--- src/rtl/core/sha256c_pkg.sv ---
`timescale 1ns / 1ps
`default_nettype none
// ----------------------------------------------------------------------------
// sha256c_pkg
// Shared types, constants and round functions of the SHA-256 block
// compressor.
// ----------------------------------------------------------------------------
package sha256c_pkg;

  localparam int unsigned WORD_W      = 32;
  localparam int unsigned HASH_WORDS  = 8;
  localparam int unsigned BLOCK_WORDS = 16;
  localparam int unsigned ROUNDS      = 64;
  localparam int unsigned QUEUE_DEPTH = 4;

  localparam int unsigned IDX_W   = $clog2(HASH_WORDS);
  localparam int unsigned WCNT_W  = $clog2(BLOCK_WORDS);
  localparam int unsigned ROUND_W = $clog2(ROUNDS);

  localparam logic [WORD_W-1:0] INIT_HASH [HASH_WORDS] = '{
    32'h6a09e667, 32'hbb67ae85, 32'h3c6ef372, 32'ha54ff53a,
    32'h510e527f, 32'h9b05688c, 32'h1f83d9ab, 32'h5be0cd19
  };

  localparam logic [WORD_W-1:0] ROUND_K [ROUNDS] = '{
    32'h428a2f98, 32'h71374491, 32'hb5c0fbcf, 32'he9b5dba5,
    32'h3956c25b, 32'h59f111f1, 32'h923f82a4, 32'hab1c5ed5,
    32'hd807aa98, 32'h12835b01, 32'h243185be, 32'h550c7dc3,
    32'h72be5d74, 32'h80deb1fe, 32'h9bdc06a7, 32'hc19bf174,
    32'he49b69c1, 32'hefbe4786, 32'h0fc19dc6, 32'h240ca1cc,
    32'h2de92c6f, 32'h4a7484aa, 32'h5cb0a9dc, 32'h76f988da,
    32'h983e5152, 32'ha831c66d, 32'hb00327c8, 32'hbf597fc7,
    32'hc6e00bf3, 32'hd5a79147, 32'h06ca6351, 32'h14292967,
    32'h27b70a85, 32'h2e1b2138, 32'h4d2c6dfc, 32'h53380d13,
    32'h650a7354, 32'h766a0abb, 32'h81c2c92e, 32'h92722c85,
    32'ha2bfe8a1, 32'ha81a664b, 32'hc24b8b70, 32'hc76c51a3,
    32'hd192e819, 32'hd6990624, 32'hf40e3585, 32'h106aa070,
    32'h19a4c116, 32'h1e376c08, 32'h2748774c, 32'h34b0bcb5,
    32'h391c0cb3, 32'h4ed8aa4a, 32'h5b9cca4f, 32'h682e6ff3,
    32'h748f82ee, 32'h78a5636f, 32'h84c87814, 32'h8cc70208,
    32'h90befffa, 32'ha4506ceb, 32'hbef9a3f7, 32'hc67178f2
  };

  // One queued message word, tagged by the front end.
  typedef struct packed {
    logic [WORD_W-1:0] word;
    logic              start;  // reload the initial hash before this word
    logic              last;   // sixteenth word of a block
  } entry_t;

  typedef enum logic [1:0] {
    ST_LOAD,
    ST_ROUND,
    ST_FINAL,
    ST_EMIT
  } back_st_e;

  function automatic logic [WORD_W-1:0] big_sigma0(input logic [WORD_W-1:0] x);
    return {x[1:0], x[31:2]} ^ {x[12:0], x[31:13]} ^ {x[21:0], x[31:22]};
  endfunction

  function automatic logic [WORD_W-1:0] big_sigma1(input logic [WORD_W-1:0] x);
    return {x[5:0], x[31:6]} ^ {x[10:0], x[31:11]} ^ {x[24:0], x[31:25]};
  endfunction

  function automatic logic [WORD_W-1:0] small_sigma0(input logic [WORD_W-1:0] x);
    return {x[6:0], x[31:7]} ^ {x[17:0], x[31:18]} ^ {3'b000, x[31:3]};
  endfunction

  function automatic logic [WORD_W-1:0] small_sigma1(input logic [WORD_W-1:0] x);
    return {x[16:0], x[31:17]} ^ {x[18:0], x[31:19]} ^ {10'b0, x[31:10]};
  endfunction

endpackage
`default_nettype wire

--- src/rtl/core/sha256c_front.sv ---
`timescale 1ns / 1ps
`default_nettype none
// ----------------------------------------------------------------------------
// sha256c_front
// Counts accepted words within the block and tags each one with its
// start and end-of-block flags.
// ----------------------------------------------------------------------------
module sha256c_front
  import sha256c_pkg::*;
(
  input  logic              clk_i,
  input  logic              rst_ni,
  input  logic              accept_i,
  input  logic [WORD_W-1:0] message_word_i,
  input  logic              start_message_i,
  output entry_t            entry_o
);

  logic [WCNT_W-1:0] cnt_q, cnt_d;
  logic [WCNT_W-1:0] pos;

  // A start flag drops any partial block: this word becomes word zero.
  assign pos = start_message_i ? '0 : cnt_q;
  assign cnt_d = accept_i ? pos + 1'b1 : cnt_q;

  assign entry_o.word  = message_word_i;
  assign entry_o.start = start_message_i;
  assign entry_o.last  = (pos == WCNT_W'(BLOCK_WORDS - 1));

  always_ff @(posedge clk_i or negedge rst_ni) begin
    if (!rst_ni) begin
      cnt_q <= '0;
    end else begin
      cnt_q <= cnt_d;
    end
  end

endmodule
`default_nettype wire

--- src/rtl/core/sha256c_fifo.sv ---
`timescale 1ns / 1ps
`default_nettype none
// ----------------------------------------------------------------------------
// sha256c_fifo
// Short word queue between the front end and the compression engine.
// ----------------------------------------------------------------------------
module sha256c_fifo
  import sha256c_pkg::*;
#(
  parameter int unsigned Depth = QUEUE_DEPTH
) (
  input  logic   clk_i,
  input  logic   rst_ni,
  input  logic   push_i,
  input  entry_t entry_i,
  output logic   full_o,
  input  logic   pop_i,
  output logic   valid_o,
  output entry_t entry_o
);

  localparam int unsigned AW = (Depth > 1) ? $clog2(Depth) : 1;
  localparam int unsigned CW = $clog2(Depth + 1);

  entry_t          mem_q [Depth];
  logic [AW-1:0]   wr_q, wr_d, rd_q, rd_d;
  logic [CW-1:0]   cnt_q, cnt_d;

  assign full_o  = (cnt_q == CW'(Depth));
  assign valid_o = (cnt_q != '0);
  assign entry_o = mem_q[rd_q];

  always_comb begin
    wr_d  = wr_q;
    rd_d  = rd_q;
    cnt_d = cnt_q;
    if (push_i) begin
      wr_d = (wr_q == AW'(Depth - 1)) ? '0 : wr_q + 1'b1;
    end
    if (pop_i) begin
      rd_d = (rd_q == AW'(Depth - 1)) ? '0 : rd_q + 1'b1;
    end
    case ({push_i, pop_i})
      2'b10:   cnt_d = cnt_q + 1'b1;
      2'b01:   cnt_d = cnt_q - 1'b1;
      default: cnt_d = cnt_q;
    endcase
  end

  always_ff @(posedge clk_i or negedge rst_ni) begin
    if (!rst_ni) begin
      wr_q  <= '0;
      rd_q  <= '0;
      cnt_q <= '0;
    end else begin
      wr_q  <= wr_d;
      rd_q  <= rd_d;
      cnt_q <= cnt_d;
    end
  end

  always_ff @(posedge clk_i) begin
    if (push_i) begin
      mem_q[wr_q] <= entry_i;
    end
  end

endmodule
`default_nettype wire

--- src/rtl/core/sha256c_back.sv ---
`timescale 1ns / 1ps
`default_nettype none
// ----------------------------------------------------------------------------
// sha256c_back
// Compression engine: shifts words into the schedule window, runs one
// round per cycle, folds into the chaining value and streams it out.
// ----------------------------------------------------------------------------
module sha256c_back
  import sha256c_pkg::*;
(
  input  logic              clk_i,
  input  logic              rst_ni,
  input  logic              entry_valid_i,
  input  entry_t            entry_i,
  output logic              pop_o,
  output logic              digest_valid_o,
  output logic [WORD_W-1:0] digest_word_o,
  output logic [IDX_W-1:0]  digest_index_o,
  output logic              last_word_o
);

  back_st_e           state_q, state_d;
  logic [ROUND_W-1:0] rnd_q, rnd_d;
  logic [IDX_W-1:0]   idx_q, idx_d;

  logic [WORD_W-1:0]  cv_q    [HASH_WORDS];
  logic [WORD_W-1:0]  v_q     [HASH_WORDS];
  logic [WORD_W-1:0]  sched_q [BLOCK_WORDS];

  logic               do_round, do_final, do_load_vars;
  logic [WORD_W-1:0]  t1, t2, ch, maj, new_w;

  // Next state.
  always_comb begin
    state_d = state_q;
    unique case (state_q)
      ST_LOAD:  if (pop_o && entry_i.last) state_d = ST_ROUND;
      ST_ROUND: if (rnd_q == ROUND_W'(ROUNDS - 1)) state_d = ST_FINAL;
      ST_FINAL: state_d = ST_EMIT;
      ST_EMIT:  if (idx_q == IDX_W'(HASH_WORDS - 1)) state_d = ST_LOAD;
      default:  state_d = ST_LOAD;
    endcase
  end

  // Outputs and strobes.
  always_comb begin
    pop_o          = 1'b0;
    do_round       = 1'b0;
    do_final       = 1'b0;
    digest_valid_o = 1'b0;
    unique case (state_q)
      ST_LOAD:  pop_o = entry_valid_i;
      ST_ROUND: do_round = 1'b1;
      ST_FINAL: do_final = 1'b1;
      // Keep filling the window while the digest drains, but hold off a
      // start (it would overwrite the chaining value) and a block end.
      ST_EMIT: begin
        digest_valid_o = 1'b1;
        pop_o = entry_valid_i && !entry_i.start && !entry_i.last;
      end
      default: pop_o = 1'b0;
    endcase
  end

  assign do_load_vars = pop_o && entry_i.last;

  assign rnd_d = do_round ? rnd_q + 1'b1 : rnd_q;
  assign idx_d = digest_valid_o ? idx_q + 1'b1 : idx_q;

  assign digest_word_o  = cv_q[idx_q];
  assign digest_index_o = idx_q;
  assign last_word_o    = digest_valid_o && (idx_q == IDX_W'(HASH_WORDS - 1));

  // Round datapath: v_q holds a..h, sched_q[0] is W[t].
  assign ch    = (v_q[4] & v_q[5]) ^ (~v_q[4] & v_q[6]);
  assign maj   = (v_q[0] & v_q[1]) ^ (v_q[0] & v_q[2]) ^ (v_q[1] & v_q[2]);
  assign t1    = v_q[7] + big_sigma1(v_q[4]) + ch + ROUND_K[rnd_q] + sched_q[0];
  assign t2    = big_sigma0(v_q[0]) + maj;
  assign new_w = sched_q[0] + small_sigma0(sched_q[1]) + sched_q[9]
               + small_sigma1(sched_q[14]);

  always_ff @(posedge clk_i or negedge rst_ni) begin
    if (!rst_ni) begin
      state_q <= ST_LOAD;
      rnd_q   <= '0;
      idx_q   <= '0;
      for (int i = 0; i < HASH_WORDS; i++) begin
        cv_q[i] <= INIT_HASH[i];
      end
    end else begin
      state_q <= state_d;
      rnd_q   <= rnd_d;
      idx_q   <= idx_d;
      if (pop_o && entry_i.start) begin
        for (int i = 0; i < HASH_WORDS; i++) begin
          cv_q[i] <= INIT_HASH[i];
        end
      end else if (do_final) begin
        for (int i = 0; i < HASH_WORDS; i++) begin
          cv_q[i] <= cv_q[i] + v_q[i];
        end
      end
    end
  end

  // Schedule window and working variables carry no reset.
  always_ff @(posedge clk_i) begin
    if (pop_o || do_round) begin
      for (int i = 0; i < BLOCK_WORDS - 1; i++) begin
        sched_q[i] <= sched_q[i+1];
      end
      sched_q[BLOCK_WORDS-1] <= pop_o ? entry_i.word : new_w;
    end
    if (do_load_vars) begin
      for (int i = 0; i < HASH_WORDS; i++) begin
        v_q[i] <= cv_q[i];
      end
    end else if (do_round) begin
      v_q[7] <= v_q[6];
      v_q[6] <= v_q[5];
      v_q[5] <= v_q[4];
      v_q[4] <= v_q[3] + t1;
      v_q[3] <= v_q[2];
      v_q[2] <= v_q[1];
      v_q[1] <= v_q[0];
      v_q[0] <= t1 + t2;
    end
  end

endmodule
`default_nettype wire

--- src/rtl/core/sha256_block_compressor_top.sv ---
`timescale 1ns / 1ps
`default_nettype none
// ----------------------------------------------------------------------------
// sha256_block_compressor_top
// SHA-256 compression of 16-word blocks into an eight-word chaining value.
// ----------------------------------------------------------------------------
// A word transaction is taken on a clock edge with start high and busy low;
// message_word_i is one big-endian 32-bit word and start_message_i marks the
// first word of a message, which reloads the initial hash and restarts the
// block. Accepted words enter a small queue (QueueDepth entries), so busy
// only rises once that queue is full. After the sixteenth word of a block
// the engine runs 64 rounds at one round per cycle, adds the result into
// the chaining value, and then presents H0..H7 back to back with
// digest_valid_o high and last_word_o on H7. The receiver cannot stall:
// each digest word is valid for exactly one cycle and must be captured
// then. With words fed back to back, throughput is set by the single
// shared round unit; up to eight of the next block's words load while the
// digest drains. A start word that opens a new message waits until the
// digest has drained before it may reload the chaining value.
// ----------------------------------------------------------------------------
module sha256_block_compressor_top
  import sha256c_pkg::*;
#(
  parameter int unsigned QueueDepth = QUEUE_DEPTH
) (
  input  logic              clk_i,
  input  logic              rst_ni,
  input  logic              start,
  output logic              busy,
  input  logic [WORD_W-1:0] message_word_i,
  input  logic              start_message_i,
  output logic              digest_valid_o,
  output logic [WORD_W-1:0] digest_word_o,
  output logic [IDX_W-1:0]  digest_index_o,
  output logic              last_word_o
);

  logic   accept;
  logic   q_full, q_valid, q_pop;
  entry_t f_entry, q_entry;

  // Accept a transaction whenever the queue has room.
  assign busy   = q_full;
  assign accept = start && !busy;

  sha256c_front u_front (
    .clk_i           (clk_i),
    .rst_ni          (rst_ni),
    .accept_i        (accept),
    .message_word_i  (message_word_i),
    .start_message_i (start_message_i),
    .entry_o         (f_entry)
  );

  sha256c_fifo #(
    .Depth (QueueDepth)
  ) u_fifo (
    .clk_i   (clk_i),
    .rst_ni  (rst_ni),
    .push_i  (accept),
    .entry_i (f_entry),
    .full_o  (q_full),
    .pop_i   (q_pop),
    .valid_o (q_valid),
    .entry_o (q_entry)
  );

  sha256c_back u_back (
    .clk_i          (clk_i),
    .rst_ni         (rst_ni),
    .entry_valid_i  (q_valid),
    .entry_i        (q_entry),
    .pop_o          (q_pop),
    .digest_valid_o (digest_valid_o),
    .digest_word_o  (digest_word_o),
    .digest_index_o (digest_index_o),
    .last_word_o    (last_word_o)
  );

  // Digest words stream without gaps until the last one.
  a_digest_burst : assert property (@(posedge clk_i) disable iff (!rst_ni)
    digest_valid_o && !last_word_o |=> digest_valid_o)
    else $error("digest burst broken before H7");

  // Every burst opens with H0.
  a_burst_head : assert property (@(posedge clk_i) disable iff (!rst_ni)
    $rose(digest_valid_o) |-> digest_index_o == '0)
    else $error("digest burst does not start at H0");

  // Never reload the chaining value while it is being read out.
  a_no_reload_in_emit : assert property (@(posedge clk_i) disable iff (!rst_ni)
    q_pop && q_entry.start |-> !digest_valid_o)
    else $error("start word consumed during digest output");

endmodule
`default_nettype wire

--- config.mk ---
export PLATFORM = sky130hd
export DESIGN_NAME = sha256_block_compressor_top
export DESIGN_NICKNAME = d
export VERILOG_FILES = /design/src/rtl/core/sha256c_pkg.sv /design/src/rtl/core/sha256c_front.sv /design/src/rtl/core/sha256c_fifo.sv /design/src/rtl/core/sha256c_back.sv /design/src/rtl/core/sha256_block_compressor_top.sv
export SDC_FILE = /design/constraint.sdc
export NUM_CORES = 2
export LEC_CHECK = 0
export BUFFER_PORTS_ARGS = -buffer_cell sky130_fd_sc_hd__buf_2
export CAP_MARGIN = 20
export CORE_ASPECT_RATIO = 0.6
export CORE_UTILIZATION = 70
export CTS_CLUSTER_DIAMETER = 80
export DETAILED_ROUTE_END_ITERATION = 10
export PLACE_DENSITY_LB_ADDON = 0.12
export SYNTH_ARGS = -nofsm -noshare
export SYNTH_HDL_FRONTEND = slang
export SYNTH_SLANG_ARGS = --single-unit
--- constraint.sdc ---
create_clock -name clk_i -period 28.3 [get_ports clk_i]
set_clock_uncertainty 0.05 [all_clocks]
set_input_delay 2.83 -clock clk_i [delete_from_list [all_inputs] [get_ports clk_i]]
set_output_delay 2.83 -clock clk_i [all_outputs]
set_load 0.005 [all_outputs]
==> results.md <==
- Main synth FF type: edfxtp_1
- CTS buffer count: 106
- Area occupied by multi-input gates: 35000 um^2
- Synth cell types: 100
- CTS Hold Bufs: 0
- #FFs+latches synth: 1182
- CTS sink count: 1182
- HPWL after DPL: 170000 um
- Status: finished, final reports clean
- Fmax: 93.9 MHz
- # setup viols final: 0
- Root Buffer: clkbuf_16
- Post-CTS resize count: 0
- H-tree levels: 3
- Number of flops mapped to enable cells by yosys: 904
- Clock Path Buffers: 3
- Post-DR wirelength/cell: 30.2 um
- Min-delay worst type: reg -> reg
- CP Launch Type: register
- CTS tree: done
- Yosys top cell by area: edfxtp_1
- Sequential standard cell area: 34300 um^2
- Final Cycle Share: 37.6%
- Synthesis-to-finish area growth: 7.22%
- Vias: 55400
- Syn nets: 7072
- Worst path most repeated cell: fa_1
- Crit-path max cell delay: 800 ps
- First-pass GRT wire length: 344000 um
- Die ar.: 103000 um^2
- DR vias/cell: 7.07
- Post-synth top area share: 38.1%
- Share of layout cells above drive strength 1: 10.2%
- Initial DRC count: 9222
- Initial Utilization: 70.8%
- Critical path class: reg -> reg
- Pin count of the biggest net entering global routing: 134
- Antenna Nets Post-Route: 0
- Total grt overflow: 0
- CORE AREA: 101000 um^2
- Largest cells by area after synthesis: edfxtp_1 38%, ha_1 7.1%, fa_1 5.5%
- Layout Nets: 7039
- Clock transition at path regs: 70 ps
- WHS: 364 ps
- CP max stage cell: o311ai_0
- Num rows: 90
- Critical Path RT: 28720 ps
- Post-Syn Area: 71200 um^2
- Slew headroom: 17.6%
- RSZ-0062 raised after global routing: false
- Tot GR Track Use: 45.8%
- Vias in the first global route: 51600
- Worst-Skew Late Latency: 780 ps
- Critical-path maximum fanout: 19
- FILL cells: 6289
- GPL Wtd Cong: 1.03
- DRC violations left: 0
- Synth Instances: 6434
- Min Clock Period, post-route: 10650 ps
- Slew @ Worst Pin: 1230 ps
- Syn_area_per_cell: 11.1 um^2
- Post-Route WL: 237000 um
- Sequential share of the synthesized area: 48.1%
- Die Wd: 414 um
- DR pass1 iterations: 9
- Max Slew Vio Count: 0
- I/O Buffers: 73
- # Max-Cap Violations: 0
- # IOs: 74
- Die H: 249 um
- Initial antenna violation count: 9
- Fin. Hold Viols: 0
- CP arrival: 11070 ps
- CP endpoint kind: register
- Setup Fix Bufs, Post-CTS: 0
- Setup_tns: 0 ps
- Yosys warning count: 0
- Async set or reset register ratio after synthesis: 23.5%
[kinds of logic after synthesis]
logic type,Yosys count,synth area share (%)
AO/OA/AOI/OAI,1408,12.3
XOR/XNOR,577,7.09
adder cells (fa/ha/maj),628,13.0
buffers and inverters,538,2.84
flip-flops,1182,48.1
multiplexers,256,5.60
AND/OR/NAND/NOR,1845,11.1
[layer usage]
layer  wire [um]  global-route usage [%]  part of all wire [%]  vias up
met4        7880                    13.0                   3.3       10
li1            -                       -                     -    23000
met5         201                    1.03                 0.085        -
met2       89900                    57.3                    38     4857
met1       94000                    69.9                    40    26900
met3       44600                    21.8                    19      684
[cell usage after synthesis (27+ instances only)]
master       n
nand2_1   1032
edfxtp_1   904
xnor2_1    420
a21oi_1    410
ha_1       406
nor2_1     380
o21ai_0    368
clkbuf_1   253
inv_1      246
fa_1       196
xor2_1     157
a21o_1     147
dfrtp_1    142
dfstp_2    136
mux4_2     108
mux2i_1     90
nand3_1     86
nand2b_1    71
nor3_1      69
a211oi_1    63
o21ai_1     61
mux2_2      58
o21a_1      57
nor2b_1     53
a31oi_1     42
buf_1       34
o211ai_1    30
and3_1      27
o21bai_1    27
[through the flow]
stage | area, um^2 | worst slack (ps) | instances | utilization, %
2_1_floorplan | 71200 | 14000 | 6434 | -
3_3_place_gp | 72800 | 18320 | 7623 | 72.4
3_5_place_dp | 72800 | 18110 | 7624 | 72.4
4_1_cts | 76300 | 18040 | 7824 | 75.8
5_1_grt | 76400 | 17200 | 7827 | 75.9
6_report | 76400 | 17650 | 7830 | 75.9
[sequential cells by signal, summed over array words and instances (netlist names)]
register and cells:
u_back.rnd_q 6, u_back.cv_q 256, u_front.cnt_q 4, u_fifo.wr_q 2
u_back.state_q 2, u_fifo.cnt_q 3, u_fifo.mem_q 136, u_back.digest_index_o 3
u_fifo.rd_q 2, u_back.sched_q 512, u_back.v_q 256
[placed cells by master, fill, tap and decap left out, types with 30 or more instances in the layout]
cell type | synthesis | routed
dfstp_2 | 136 | 136
buf_2 | 1 | 73
o21ai_0 | 368 | 368
buf_4 | 1 | 69
inv_1 | 246 | 246
dfrtp_1 | 142 | 135
xor2_1 | 157 | 157
a211oi_1 | 63 | 63
nand2_1 | 1032 | 1031
fa_1 | 196 | 196
clkbuf_16 | 0 | 107
mux2i_1 | 90 | 90
o211ai_1 | 30 | 30
edfxtp_1 | 904 | 904
nand2b_1 | 71 | 69
a21oi_1 | 410 | 410
mux2_2 | 58 | 58
mux4_2 | 108 | 108
nor3_1 | 69 | 69
clkbuf_1 | 253 | 32
nor2_1 | 380 | 379
a21o_1 | 147 | 147
xnor2_1 | 420 | 420
nor2b_1 | 53 | 53
o21ai_1 | 61 | 60
o21a_1 | 57 | 57
nand3_1 | 86 | 85
ha_1 | 406 | 405
a31oi_1 | 42 | 42
[cell type report]
class / instances / share of cell area [%]
clock buffers: 147 / 3.81
diodes: 3 / 0.00983
clock inverters: 53 / 0.754
inverters: 249 / 1.23
multi-input cells: 4714 / 45.8
flip-flops and latches: 1182 / 44.9
repair buffers: 148 / 1.29
well taps: 1334 / 2.19
[worst max-delay path, delay by kind of cell, from the launching register on]
kind,cells,cell delay (ps)
compound gates,15,4410
xor+xnor,3,580
fa+ha+maj,7,3400
buf+inv,4,640
flops,1,320
simple gates,5,940
[path summary, 6_finish.rpt]
check	startpoint	end	slack (ps)	cells past startpoint
min in group asynchronous	rst_ni	u_back.cv_q[198]	2060	1
hold reg to reg	u_back.sched_q[1][135]	u_back.sched_q[1][103]	360	0
max in group asynchronous	rst_ni	u_back.digest_index_o[0]	23810	3
setup / recovery	u_back.rnd_q[1]	u_back.v_q[0][31]	17650	34
hold / removal	u_back.sched_q[1][135]	u_back.sched_q[1][103]	360	0
setup reg to reg	u_back.rnd_q[1]	u_back.v_q[0][31]	17650	34
Power is not shown: default switching activity piles up to over one toggle a cycle in this logic, so the estimate is an artifact.
